[src/mbr_pkg.sv]
// Shared types, codes and defaults of the MSB-first bit reader.
package mbr_pkg;

    localparam int DEF_STORE_DEPTH    = 8;
    localparam int DEF_MAX_FIELD_BITS = 32;
    localparam int FIELD_W            = 32;

    localparam logic [1:0] FUNC_START     = 2'd0;
    localparam logic [1:0] FUNC_PUSH      = 2'd1;
    localparam logic [1:0] FUNC_READ_UNS  = 2'd2;
    localparam logic [1:0] FUNC_READ_SGN  = 2'd3;

    localparam logic [1:0] STAT_OK        = 2'd0;
    localparam logic [1:0] STAT_UNDERFLOW = 2'd1;
    localparam logic [1:0] STAT_OVERFLOW  = 2'd2;

    typedef struct packed {
        logic [1:0] func;
        logic [7:0] data_byte;
        logic [5:0] bit_count;
    } in_item_t;

    typedef struct packed {
        logic [FIELD_W-1:0] field_value;
        logic [1:0]         status;
    } out_item_t;

    // Command passed from the front to the back, with the length already clamped.
    typedef struct packed {
        logic [1:0] func;
        logic [7:0] data_byte;
        logic [5:0] n;
    } cmd_t;

endpackage

[src/msb_first_bit_reader_unit.sv]
// Start, push and zero-length or failed reads reach the result queue in the cycle the back end takes them.
// A successful read fetches the B bytes the field touches, where B is 1 to 5;
// the back end fetches one byte a cycle from the store's single read port, then aligns and extends.
// Throughput is one command a cycle if the result queue has room; a successful read blocks the back end.
// Asynchronous active-low reset empties both queues, the store count, slots and bit position.
// Store contents are undefined after reset and need no clearing pass.
module msb_first_bit_reader_unit
    import mbr_pkg::*;
#(
    parameter int STORE_DEPTH    = DEF_STORE_DEPTH,
    parameter int MAX_FIELD_BITS = DEF_MAX_FIELD_BITS
) (
    input  logic      clk,
    input  logic      rst_n,
    input  logic      push,
    output logic      full,
    input  in_item_t  item,
    output logic      empty,
    input  logic      pop,
    output out_item_t result
);

    logic                         cmd_empty;
    logic                         cmd_pop;
    cmd_t                         cmd;
    logic                         res_full;
    logic                         res_push;
    out_item_t                    res;
    logic [$bits(out_item_t)-1:0] res_bits;

    mbr_front #(
        .MAX_FIELD_BITS (MAX_FIELD_BITS)
    ) u_front (
        .clk       (clk),
        .rst_n     (rst_n),
        .push      (push),
        .full      (full),
        .item      (item),
        .cmd_empty (cmd_empty),
        .cmd_pop   (cmd_pop),
        .cmd       (cmd)
    );

    mbr_back #(
        .STORE_DEPTH    (STORE_DEPTH),
        .MAX_FIELD_BITS (MAX_FIELD_BITS)
    ) u_back (
        .clk       (clk),
        .rst_n     (rst_n),
        .cmd_empty (cmd_empty),
        .cmd_pop   (cmd_pop),
        .cmd       (cmd),
        .res_full  (res_full),
        .res_push  (res_push),
        .res       (res)
    );

    mbr_fifo #(
        .WIDTH ($bits(out_item_t))
    ) u_res_fifo (
        .clk   (clk),
        .rst_n (rst_n),
        .push  (res_push),
        .wdata (res),
        .full  (res_full),
        .pop   (pop),
        .rdata (res_bits),
        .empty (empty)
    );

    assign result = out_item_t'(res_bits);

endmodule

[src/mbr_ram.sv]
// Generic single-write, single-read RAM with registered read data.
module mbr_ram #(
    parameter int WIDTH = 8,
    parameter int DEPTH = 8
) (
    input  logic                     clk,
    input  logic                     we,
    input  logic [$clog2(DEPTH)-1:0] waddr,
    input  logic [WIDTH-1:0]         wdata,
    input  logic [$clog2(DEPTH)-1:0] raddr,
    output logic [WIDTH-1:0]         rdata
);

    logic [WIDTH-1:0] mem [DEPTH];
    logic [WIDTH-1:0] rdata_reg;

    always_ff @(posedge clk)
    begin
        if (we)
        begin
            mem[waddr] <= wdata;
        end
        rdata_reg <= mem[raddr];
    end

    assign rdata = rdata_reg;

endmodule

[src/mbr_fifo.sv]
// Two-entry queue used between the front and the back and on the result side.
module mbr_fifo #(
    parameter int WIDTH = 8
) (
    input  logic             clk,
    input  logic             rst_n,
    input  logic             push,
    input  logic [WIDTH-1:0] wdata,
    output logic             full,
    input  logic             pop,
    output logic [WIDTH-1:0] rdata,
    output logic             empty
);

    logic [WIDTH-1:0] slot_reg [2];
    logic             wr_ptr_reg;
    logic             wr_ptr_next;
    logic             rd_ptr_reg;
    logic             rd_ptr_next;
    logic [1:0]       count_reg;
    logic [1:0]       count_next;
    logic             do_push;
    logic             do_pop;

    assign full    = (count_reg == 2'd2);
    assign empty   = (count_reg == 2'd0);
    assign do_push = push && !full;
    assign do_pop  = pop && !empty;
    assign rdata   = slot_reg[rd_ptr_reg];

    always_comb
    begin
        wr_ptr_next = do_push ? !wr_ptr_reg : wr_ptr_reg;
        rd_ptr_next = do_pop ? !rd_ptr_reg : rd_ptr_reg;
        count_next  = count_reg;
        if (do_push && !do_pop)
        begin
            count_next = count_reg + 2'd1;
        end
        else if (do_pop && !do_push)
        begin
            count_next = count_reg - 2'd1;
        end
    end

    always_ff @(posedge clk or negedge rst_n)
    begin
        if (!rst_n)
        begin
            wr_ptr_reg <= 1'b0;
            rd_ptr_reg <= 1'b0;
            count_reg  <= 2'd0;
        end
        else
        begin
            wr_ptr_reg <= wr_ptr_next;
            rd_ptr_reg <= rd_ptr_next;
            count_reg  <= count_next;
        end
    end

    always_ff @(posedge clk)
    begin
        if (do_push)
        begin
            slot_reg[wr_ptr_reg] <= wdata;
        end
    end

endmodule

[src/mbr_front.sv]
// Front end: takes input transfers, clamps the field length and queues commands.
module mbr_front
    import mbr_pkg::*;
#(
    parameter int MAX_FIELD_BITS = DEF_MAX_FIELD_BITS
) (
    input  logic     clk,
    input  logic     rst_n,
    input  logic     push,
    output logic     full,
    input  in_item_t item,
    output logic     cmd_empty,
    input  logic     cmd_pop,
    output cmd_t     cmd
);

    localparam logic [5:0] MAX_N = 6'(MAX_FIELD_BITS);

    cmd_t                  cmd_in;
    logic [$bits(cmd_t)-1:0] cmd_out_bits;

    always_comb
    begin
        cmd_in.func      = item.func;
        cmd_in.data_byte = item.data_byte;
        // Lengths above the widest field are clamped; start and push ignore it.
        if (item.func == FUNC_START || item.func == FUNC_PUSH)
        begin
            cmd_in.n = 6'd0;
        end
        else if (item.bit_count > MAX_N)
        begin
            cmd_in.n = MAX_N;
        end
        else
        begin
            cmd_in.n = item.bit_count;
        end
    end

    mbr_fifo #(
        .WIDTH ($bits(cmd_t))
    ) u_cmd_fifo (
        .clk   (clk),
        .rst_n (rst_n),
        .push  (push),
        .wdata (cmd_in),
        .full  (full),
        .pop   (cmd_pop),
        .rdata (cmd_out_bits),
        .empty (cmd_empty)
    );

    assign cmd = cmd_t'(cmd_out_bits);

endmodule

[src/mbr_back.sv]
// Back end: owns the byte store and read position, and executes one command at a time.
module mbr_back
    import mbr_pkg::*;
#(
    parameter int STORE_DEPTH    = DEF_STORE_DEPTH,
    parameter int MAX_FIELD_BITS = DEF_MAX_FIELD_BITS
) (
    input  logic      clk,
    input  logic      rst_n,
    input  logic      cmd_empty,
    output logic      cmd_pop,
    input  cmd_t      cmd,
    input  logic      res_full,
    output logic      res_push,
    output out_item_t res
);

    localparam int PW        = $clog2(STORE_DEPTH);
    localparam int HW        = $clog2(STORE_DEPTH + 1);
    localparam int AW        = HW + 3;
    localparam int WIN_BYTES = (MAX_FIELD_BITS + 14) / 8;
    localparam int WIN       = WIN_BYTES * 8;
    localparam int CW        = $clog2(WIN_BYTES + 1);
    localparam int SW        = $clog2(WIN + 1) + 1;

    localparam logic [1:0] S_IDLE   = 2'd0;
    localparam logic [1:0] S_FETCH  = 2'd1;
    localparam logic [1:0] S_ALIGN  = 2'd2;
    localparam logic [1:0] S_FINISH = 2'd3;

    logic [1:0]         state_reg;
    logic [1:0]         state_next;
    logic [PW-1:0]      read_slot_reg;
    logic [PW-1:0]      read_slot_next;
    logic [PW-1:0]      write_slot_reg;
    logic [PW-1:0]      write_slot_next;
    logic [HW-1:0]      held_reg;
    logic [HW-1:0]      held_next;
    logic [2:0]         bitpos_reg;
    logic [2:0]         bitpos_next;
    logic [PW-1:0]      fetch_addr_reg;
    logic [PW-1:0]      fetch_addr_next;
    logic [CW-1:0]      cnt_reg;
    logic [CW-1:0]      cnt_next;
    logic [CW-1:0]      nbytes_reg;
    logic [CW-1:0]      nbytes_next;
    logic [SW-1:0]      lshift_reg;
    logic [SW-1:0]      lshift_next;
    logic [5:0]         n_reg;
    logic [5:0]         n_next;
    logic               sgn_reg;
    logic               sgn_next;
    logic [WIN-1:0]     raw_reg;
    logic [WIN-1:0]     raw_next;
    logic [WIN-1:0]     aligned_reg;
    logic [WIN-1:0]     aligned_next;

    logic               ram_we;
    logic [PW-1:0]      ram_raddr;
    logic [7:0]         ram_rdata;
    logic [AW-1:0]      avail;
    logic [6:0]         total;
    logic [6:0]         nbytes_full;
    logic [3:0]         consumed;
    logic [PW:0]        slot_sum;
    logic [WIN+31:0]    aligned_ext;
    logic [31:0]        top_word;
    logic [5:0]         rshift;
    logic [31:0]        value;

    function automatic logic [PW-1:0] next_slot(input logic [PW-1:0] s);
        logic [PW-1:0] r;
        if (s == PW'(STORE_DEPTH - 1))
        begin
            r = '0;
        end
        else
        begin
            r = s + PW'(1);
        end
        return r;
    endfunction

    mbr_ram #(
        .WIDTH (8),
        .DEPTH (STORE_DEPTH)
    ) u_store (
        .clk   (clk),
        .we    (ram_we),
        .waddr (write_slot_reg),
        .wdata (cmd.data_byte),
        .raddr (ram_raddr),
        .rdata (ram_rdata)
    );

    // A partly read byte always counts as held, so the bit position applies unconditionally.
    assign avail       = {held_reg, 3'b000} - AW'(bitpos_reg);
    assign total       = 7'(bitpos_reg) + 7'(cmd.n);
    assign nbytes_full = total + 7'd7;
    assign consumed    = total[6:3];
    assign slot_sum    = (PW + 1)'(read_slot_reg) + (PW + 1)'(consumed);

    // The field sits at the top of the aligned window; shift it down by 32 - n.
    assign aligned_ext = {aligned_reg, 32'd0};
    assign top_word    = aligned_ext[WIN+31 -: 32];
    assign rshift      = 6'd32 - n_reg;
    assign value       = sgn_reg ? 32'($signed(top_word) >>> rshift) : (top_word >> rshift);

    assign ram_raddr   = (state_reg == S_IDLE) ? read_slot_reg : fetch_addr_reg;

    always_comb
    begin
        state_next      = state_reg;
        read_slot_next  = read_slot_reg;
        write_slot_next = write_slot_reg;
        held_next       = held_reg;
        bitpos_next     = bitpos_reg;
        fetch_addr_next = fetch_addr_reg;
        cnt_next        = cnt_reg;
        nbytes_next     = nbytes_reg;
        lshift_next     = lshift_reg;
        n_next          = n_reg;
        sgn_next        = sgn_reg;
        raw_next        = raw_reg;
        aligned_next    = aligned_reg;
        ram_we          = 1'b0;
        cmd_pop         = 1'b0;
        res_push        = 1'b0;
        res.field_value = '0;
        res.status      = STAT_OK;

        case (state_reg)
            S_IDLE:
            begin
                if (!cmd_empty && !res_full)
                begin
                    cmd_pop = 1'b1;
                    case (cmd.func)
                        FUNC_START:
                        begin
                            read_slot_next  = '0;
                            write_slot_next = '0;
                            held_next       = '0;
                            bitpos_next     = 3'd0;
                            res_push        = 1'b1;
                        end
                        FUNC_PUSH:
                        begin
                            res_push = 1'b1;
                            if (held_reg == HW'(STORE_DEPTH))
                            begin
                                res.status = STAT_OVERFLOW;
                            end
                            else
                            begin
                                ram_we          = 1'b1;
                                write_slot_next = next_slot(write_slot_reg);
                                held_next       = held_reg + HW'(1);
                            end
                        end
                        default:
                        begin
                            if (cmd.n == 6'd0)
                            begin
                                res_push = 1'b1;
                            end
                            else if (AW'(cmd.n) > avail)
                            begin
                                res_push   = 1'b1;
                                res.status = STAT_UNDERFLOW;
                            end
                            else
                            begin
                                // The position moves on now; the fetch starts from the old slot.
                                n_next          = cmd.n;
                                sgn_next        = (cmd.func == FUNC_READ_SGN);
                                nbytes_next     = CW'(nbytes_full[6:3]);
                                lshift_next     = SW'(WIN) - SW'({nbytes_full[6:3], 3'b000})
                                                  + SW'(bitpos_reg);
                                cnt_next        = '0;
                                fetch_addr_next = next_slot(read_slot_reg);
                                bitpos_next     = total[2:0];
                                held_next       = held_reg - HW'(consumed);
                                if (slot_sum >= (PW + 1)'(STORE_DEPTH))
                                begin
                                    read_slot_next = PW'(slot_sum - (PW + 1)'(STORE_DEPTH));
                                end
                                else
                                begin
                                    read_slot_next = PW'(slot_sum);
                                end
                                state_next      = S_FETCH;
                            end
                        end
                    endcase
                end
            end
            S_FETCH:
            begin
                raw_next        = {raw_reg[WIN-9:0], ram_rdata};
                fetch_addr_next = next_slot(fetch_addr_reg);
                cnt_next        = cnt_reg + CW'(1);
                if (cnt_reg + CW'(1) == nbytes_reg)
                begin
                    state_next = S_ALIGN;
                end
            end
            S_ALIGN:
            begin
                aligned_next = raw_reg << lshift_reg;
                state_next   = S_FINISH;
            end
            S_FINISH:
            begin
                res_push        = 1'b1;
                res.field_value = value;
                state_next      = S_IDLE;
            end
            default:
            begin
                state_next = S_IDLE;
            end
        endcase
    end

    always_ff @(posedge clk or negedge rst_n)
    begin
        if (!rst_n)
        begin
            state_reg      <= S_IDLE;
            read_slot_reg  <= '0;
            write_slot_reg <= '0;
            held_reg       <= '0;
            bitpos_reg     <= 3'd0;
            cnt_reg        <= '0;
        end
        else
        begin
            state_reg      <= state_next;
            read_slot_reg  <= read_slot_next;
            write_slot_reg <= write_slot_next;
            held_reg       <= held_next;
            bitpos_reg     <= bitpos_next;
            cnt_reg        <= cnt_next;
        end
    end

    always_ff @(posedge clk)
    begin
        fetch_addr_reg <= fetch_addr_next;
        nbytes_reg     <= nbytes_next;
        lshift_reg     <= lshift_next;
        n_reg          <= n_next;
        sgn_reg        <= sgn_next;
        raw_reg        <= raw_next;
        aligned_reg    <= aligned_next;
    end

endmodule
[config.mk]
export PLATFORM = sky130hd
export DESIGN_NAME = msb_first_bit_reader_unit
export DESIGN_NICKNAME = d
export VERILOG_FILES = /design/src/mbr_pkg.sv /design/src/msb_first_bit_reader_unit.sv /design/src/mbr_ram.sv /design/src/mbr_fifo.sv /design/src/mbr_front.sv /design/src/mbr_back.sv
export SDC_FILE = /design/constraint.sdc
export NUM_CORES = 1
export LEC_CHECK = 0
export ABC_CLOCK_PERIOD_IN_PS = 5450
export BUFFER_PORTS_ARGS = -buffer_cell sky130_fd_sc_hd__clkbuf_2
export CORE_ASPECT_RATIO = 1.4
export CORE_UTILIZATION = 28
export DETAILED_ROUTE_END_ITERATION = 6
export PLACE_DENSITY_LB_ADDON = 0.1
export SETUP_SLACK_MARGIN = 0.5
export SYNTH_ARGS = -nofsm -noshare
export SYNTH_HDL_FRONTEND = slang
export SYNTH_HIERARCHICAL = 1
export SYNTH_SLANG_ARGS = --single-unit
export TNS_END_PERCENT = 30
[constraint.sdc]
create_clock -name clk -period 5.45 [get_ports clk]
set_input_delay 0.8175 -clock clk [delete_from_list [all_inputs] [get_ports clk]]
set_output_delay 0.8175 -clock clk [all_outputs]
set_load 0.005 [all_outputs]
# Word-level counts from Yosys, hierarchy flattened

Memory sizes are Yosys's and may differ from the RTL's. A register that Yosys moved wholly into a read port is not among the register bits.
Index checks and enable logic that the tools add are counted.

$add $sub $neg: 18
$lt $le $gt $ge: 3
Equal/unequal tests: 23
Shift-type cells: 3
Multiplexer cells: 64
Bitwise operators: 4
Reductions and logical operators: 39

Operator list:

| operator                                                      | count |
|---|---|
| 32-bit 2-to-1 mux                                             | 2 |
| 3-bit 2-to-1 mux                                              | 18 |
| 40-bit by 7-bit << shifter with 40-bit output                 | 1 |
| 32-bit by 6-bit >> shifter with 32-bit output                 | 1 |
| 32-bit by 6-bit >>> shifter with 32-bit output                | 1 |
| 3-bit case mux with 2 select lines                            | 5 |
| 2-bit 2-to-1 mux                                              | 13 |
| 5-bit AND reduction                                           | 5 |
| 1-bit 2-to-1 mux                                              | 17 |
| 2-bit inequality test, second input constant                  | 7 |
| 3-bit by 1-bit adder with 3-bit output, second input constant | 4 |
| 1-bit logical NOT                                             | 12 |
| 4-bit 2-to-1 mux                                              | 3 |
| 6-bit 2-to-1 mux                                              | 2 |
| 2-bit equality test, second input constant                    | 5 |
| 2-bit logical NOT                                             | 5 |
| 3-bit equality test, second input constant                    | 3 |
| 1-bit logical AND                                             | 9 |
| 2-bit case mux with 4 select lines                            | 1 |
| 4-bit case mux with 2 select lines                            | 1 |
| 2-bit nonzero test                                            | 4 |
| 3-bit by 6-bit adder with 7-bit output                        | 1 |
| 7-bit by 3-bit adder with 7-bit output                        | 1 |
| 7-bit by 3-bit adder with 7-bit output, second input constant | 1 |
| 24 further kinds                                              | 32 |

Register bits after elaboration: 126
Bits in writable memories: 164
Bits of input ports: 20
Output and inout bits: 36
Logic and storage cells: 176
Memories: 3

Memory list:

| memory                      | words | width | read ports | clocked after Yosys merged registers in | write ports | RTL line       | source |
|---|---|---|---|---|---|---|---|
| u_res_fifo.slot_reg         | 2     | 34    | 1          | 0                                       | 1           | mbr_fifo.sv:15 | `logic [WIDTH-1:0] slot_reg [2];` |
| u_back.u_store.mem          | 8     | 8     | 1          | 1                                       | 1           | mbr_ram.sv:14  | `logic [WIDTH-1:0] mem [DEPTH];` |
| u_front.u_cmd_fifo.slot_reg | 2     | 16    | 1          | 0                                       | 1           | mbr_fifo.sv:15 |  |

# Depth between registers and ports, before layout

Word-level depth: 12
Depth in mapped cells: 19
Gate-level depth less buffers: 19

# By module

Netlist, hierarchy kept.

By module, submodules not included:

| module                         | instances | cells an instance | area an instance (um2) | seq. area each (um2) |
|---|---|---|---|---|
| mbr_back                       | 1         | 944               | 9032.4                 | 3213.1 |
| mbr_fifo at u_res_fifo         | 1         | 125               | 2801.4                 | 2142.1 |
| mbr_ram                        | 1         | 114               | 2691.3                 | 2082.0 |
| mbr_fifo at u_front.u_cmd_fifo | 1         | 69                | 1402.6                 | 1061.0 |
| mbr_front                      | 1         | 6                 | 51.3                   | 0.0 |

# Least setup slack after synthesis

Ideal clock, no wire load.

Path kind: reg-to-reg
Start: register u_back.bitpos_reg[1]
End: memory u_res_fifo/slot_reg[0][0] (netlist bit), enable pin
Setup time: 0.425 ns
Arrival: 3.639 ns
Data required time: 5.025 ns
Setup slack: 1.386 ns
Cell stages (with the launch flop): 16
Path buffers: 0
Period minus slack after synthesis: 4.064 ns
Path through: dfrtp_1 -> inv_1 -> ha_1 -> nor2b_1 -> nor2_1 -> xnor2_1 -> ha_1 -> nand3_1 -> nor2_1 -> a211oi_2 -> a21oi_2 -> nor2_1 -> nor2_1 -> nor2_1 -> nand2_1 -> nor2_1

Longest elaborated chain between the ends: 10

Ends and longest elaborated chain:

| what                                          | RTL line                        | source |
|---|---|---|
| start: declaration                            | mbr_back.sv:39                  | `logic [2:0] bitpos_reg;` |
| start signal: assignment                      | mbr_back.sv:243                 | `bitpos_reg <= bitpos_next;` |
| 7-bit by 3-bit subtractor with 7-bit output   | mbr_back.sv:97                  | `assign avail = {held_reg, 3'b000} - AW'(bitpos_reg);` |
| 6-bit by 7-bit > comparator with 1-bit output | mbr_back.sv:167                 | `else if (AW'(cmd.n) > avail)` |
| 1-bit 2-to-1 mux                              | mbr_back.sv:167                 |  |
| 1-bit 2-to-1 mux                              | mbr_back.sv:163                 | `if (cmd.n == 6'd0)` |
| 1-bit 2-to-1 mux                              | mbr_back.sv:138                 | `case (cmd.func)` |
| 1-bit 2-to-1 mux                              | mbr_back.sv:135                 | `if (!cmd_empty && !res_full)` |
| 1-bit case mux with 2 select lines            | mbr_back.sv:132                 | `case (state_reg)` |
| named net res_push                            | msb_first_bit_reader_unit.sv:27 | `logic res_push;` |
| 1-bit logical AND                             | mbr_fifo.sv:27                  | `assign do_push = push && !full;` |
| 1-bit 2-to-1 mux                              | mbr_fifo.sv:64                  | `if (do_push)` |
| 1-bit 2-to-1 mux (implied by the code)        | mbr_fifo.sv:66                  | `slot_reg[wr_ptr_reg] <= wdata;` |
| end: declaration                              | mbr_fifo.sv:15                  |  |

The timed path passes the listed nets, and every way through them passes these cells.

==> results.cfg <==
[status]
status = complete, no violations

[grt]
grt-busiest-layer = met2
grt_pass1_wl_mm = 63.7
use_met2_pct = 28.0
track_usage_pct = 14.4
met3_usage_pct = 2.22
grt_max_degree = 52
antenna_found_initial = 0
gr-total-overflow = 0
grt_pass1_vias = 10600
grtUsageMet1_pct = 15.4

[run]
max_cap_viol_count = 0

[cts]
cts.path.max_buffers = 3
clk_pin_slew_worst_paths_ns = 0.06
cts_setup_buffers = 0
numCtsBuffers = 34
cts-root-buf = clkbuf_16
ctsHoldBuffers = 0
tritoncts = done
htreeDepth = 2
cts_resized = 0
cts_num_sinks = 290
clk_latency_ns = 0.56

[placement]
post-dp-hpwl_mm = 30.7
port_buffers = 55
numPlacedInstances = 1996
place.gp.congestion = 0.856

[detailed_routing]
vias = 10200
via_per_inst = 4.96
first_pass_iters = 5
routedWlPerCell_um = 20.1
wirelength_mm = 41.4
drt_iter0_markers = 463
drc = 0
postRouteAntennaNets = 0

[timing]
hold_viol = 0
period_share_pct = 73.1
fin_setup_tns_ns = 0
worst_pin_slew_ns = 1.09
finalClockSkew_ns = 0.0312
max-slew-margin-rel_pct = 27.0
rsz0062_at_grt = false
min_period_ns = 3.98
maxSlewViolCount = 0
fmax_mhz = 251
setup_viol = 0

[critical_path]
r2r_cells = 12
end_kind = flip-flop
endpoint = u_res_fifo/slot_reg[0][8]$_DFFE_PP_
max_stage_delay_ns = 0.79
worstPathCellList = buf_4, mux2_2, ha_1, nand3_1, nor2_1, a211oi_2, a21oi_2, nor2_1, nor2_1, nor2_1, nand2_1, nor2_4
timing.critical_path.required_ns = 5.60
rrSetupSlack_ns = 1.47
crit_type = flip-flop to flip-flop
critPathLaunch = u_front/u_cmd_fifo/rd_ptr_reg$_DFFE_PN0P_
cpMostUsedCell = nor2_1
path_buf_inv = 1
cp_top_family = simple AND/OR/NAND/NOR gates
slowest_stage = nor2_4
timing.rr.start = u_front/u_cmd_fifo/rd_ptr_reg$_DFFE_PN0P_
arrival_ns = 4.14
start_kind = flip-flop
cp.depth = 12
worst-path-max-fanout = 34
r2r_end = u_res_fifo/slot_reg[0][8]$_DFFE_PP_

[hold_path]
hold_class = input port to async pin

[synthesis]
synthDistinctLibCells = 79
synth-seq-cells = 290
syn-num-nets = 1311
ys_warn_count = 6
synth.avg_cell_area_sq_um = 12.7
synth-seq-area-share_pct = 53.2
synth-edff-count = 256
synthCells = 1258
synth_flop_cell = edfxtp_1
syn_area_sq_um = 16000
async_reset_ff_share_pct = 8.97

[pwr]
sw_frac_of_total_pct = 40.1
p_int_mw = 6.77
power_switching_mw = 4.53
peakVddDrop_v = 0.000275
leakagePower_nw = 6.58
power_frac_clock_pct = 19.4
cellPowerDensity_nw_per_um2 = 627
sequentialPowerShare_pct = 33.6
pwr-share-comb_pct = 46.9

[floorplan]
initial_utilization_pct = 28.3
ios = 56
die_y_um = 285
core_sq_um = 56400
rows = 103
die_area_sq_um = 58000
die_w_um = 204

[layout]
antennaDiodeCount = 0
drive_gt1_share_pct = 21.0
synthToLayoutAreaGrowth_pct = 12.9
stdcell_count = 2058
largest_reg_flops = 68
fin_nets = 1350
[per-layer routing]
metal	vias up	wire (um)
li1	4870	-
met1	5127	16000
met2	153	23100
met3	60	1140
met4	0	1090
met5	-	0
[worst min-delay path by stage]
stage	from	end	slack (ns)	cells after the start
after global placement	u_back/u_store/rdata[5]$_DFF_P_	u_back/raw_reg[5]$_DFFE_PP_	0.39	0
after detailed placement	u_back/u_store/rdata[2]$_DFF_P_	u_back/raw_reg[2]$_DFFE_PP_	0.39	0
after CTS	rst_n	u_res_fifo/count_reg[0]$_DFFE_PN0P_	0.33	1
after floorplan	u_back/u_store/rdata[0]$_DFF_P_	u_back/raw_reg[0]$_DFFE_PP_	0.39	0
final	rst_n	u_res_fifo/count_reg[0]$_DFFE_PN0P_	0.35	1
after global routing	rst_n	u_res_fifo/count_reg[0]$_DFFE_PN0P_	0.38	1
[cells in the final DEF, fill, tap and decap left out, types with 34 or more instances in the layout]
| cell | instances |
|---|---|
| mux2i_1 | 54 |
| mux4_2 | 42 |
| clkbuf_16 | 34 |
| nand2_1 | 164 |
| edfxtp_1 | 256 |
| a21oi_1 | 67 |
| nor2_1 | 83 |
| mux2_2 | 38 |
| mux2_4 | 38 |
| o21ai_0 | 42 |
| clkbuf_2 | 55 |
[synth_stat cells, types with 12 or more instances]
cell,number,area share [%]
mux2_2,38,2.7
nand2b_1,13,0.51
nand2_1,164,3.9
clkbuf_1,32,0.75
nor3_1,16,0.50
ha_1,30,2.3
mux4_2,42,5.9
dfrtp_1,26,4.1
inv_1,29,0.68
xor2_1,12,0.66
buf_2,25,0.78
o22ai_1,17,0.67
nand3_1,23,0.72
o21ai_0,42,1.3
mux2i_1,54,3.4
mux2_4,38,3.6
a21oi_1,67,2.1
xnor2_1,25,1.4
edfxtp_1,256,48
mux4_1,15,2.5
a211oi_1,15,0.70
nor2_1,84,2.0
[power groups by stage]
stage	logic (mW)	registers (mW)	clock network (mW)
after floorplan	4.08	3.64	0
after CTS	5.42	3.82	2.29
after global placement	5.41	3.86	0
after global routing	5.88	3.89	2.35
after detailed placement	5.40	3.87	0
final	5.31	3.80	2.19
[cell families after synthesis]
| kind of cell | Yosys count | share of synthesized area (%) |
|---|---|---|
| simple gates | 362 | 10.5 |
| flops | 290 | 53.2 |
| compound gates | 238 | 9.80 |
| mux | 189 | 18.2 |
| buf+inv | 108 | 3.55 |
| xor+xnor | 38 | 2.13 |
| fa+ha+maj | 33 | 2.72 |
[metrics by stage]
stage / cell area (sq um) / util (%) / setup slack, ns / hold slack (ns) / total power [mW]
global placement: 17000 / 30.0 / 1.46 / 0.386 / 9.27
finish: 18000 / 32.0 / 1.47 / 0.346 / 11.3
detailed placement: 17000 / 30.0 / 1.40 / 0.391 / 9.26
global route: 18000 / 32.0 / 1.12 / 0.384 / 12.1
CTS: 18000 / 32.0 / 1.34 / 0.327 / 11.5
floorplan: 16000 / - / 1.39 / 0.386 / 7.72
[cell type report]
type / instances / area (sq um)
clock buffers: 45 / 922
multi-input cells: 860 / 6960
inverters: 32 / 120
clock inverters: 17 / 165
well taps: 735 / 920
flip-flops and latches: 290 / 8500
fillers: 5750 / 38400
repair buffers: 79 / 455
Power figures use the tool's default switching activity.
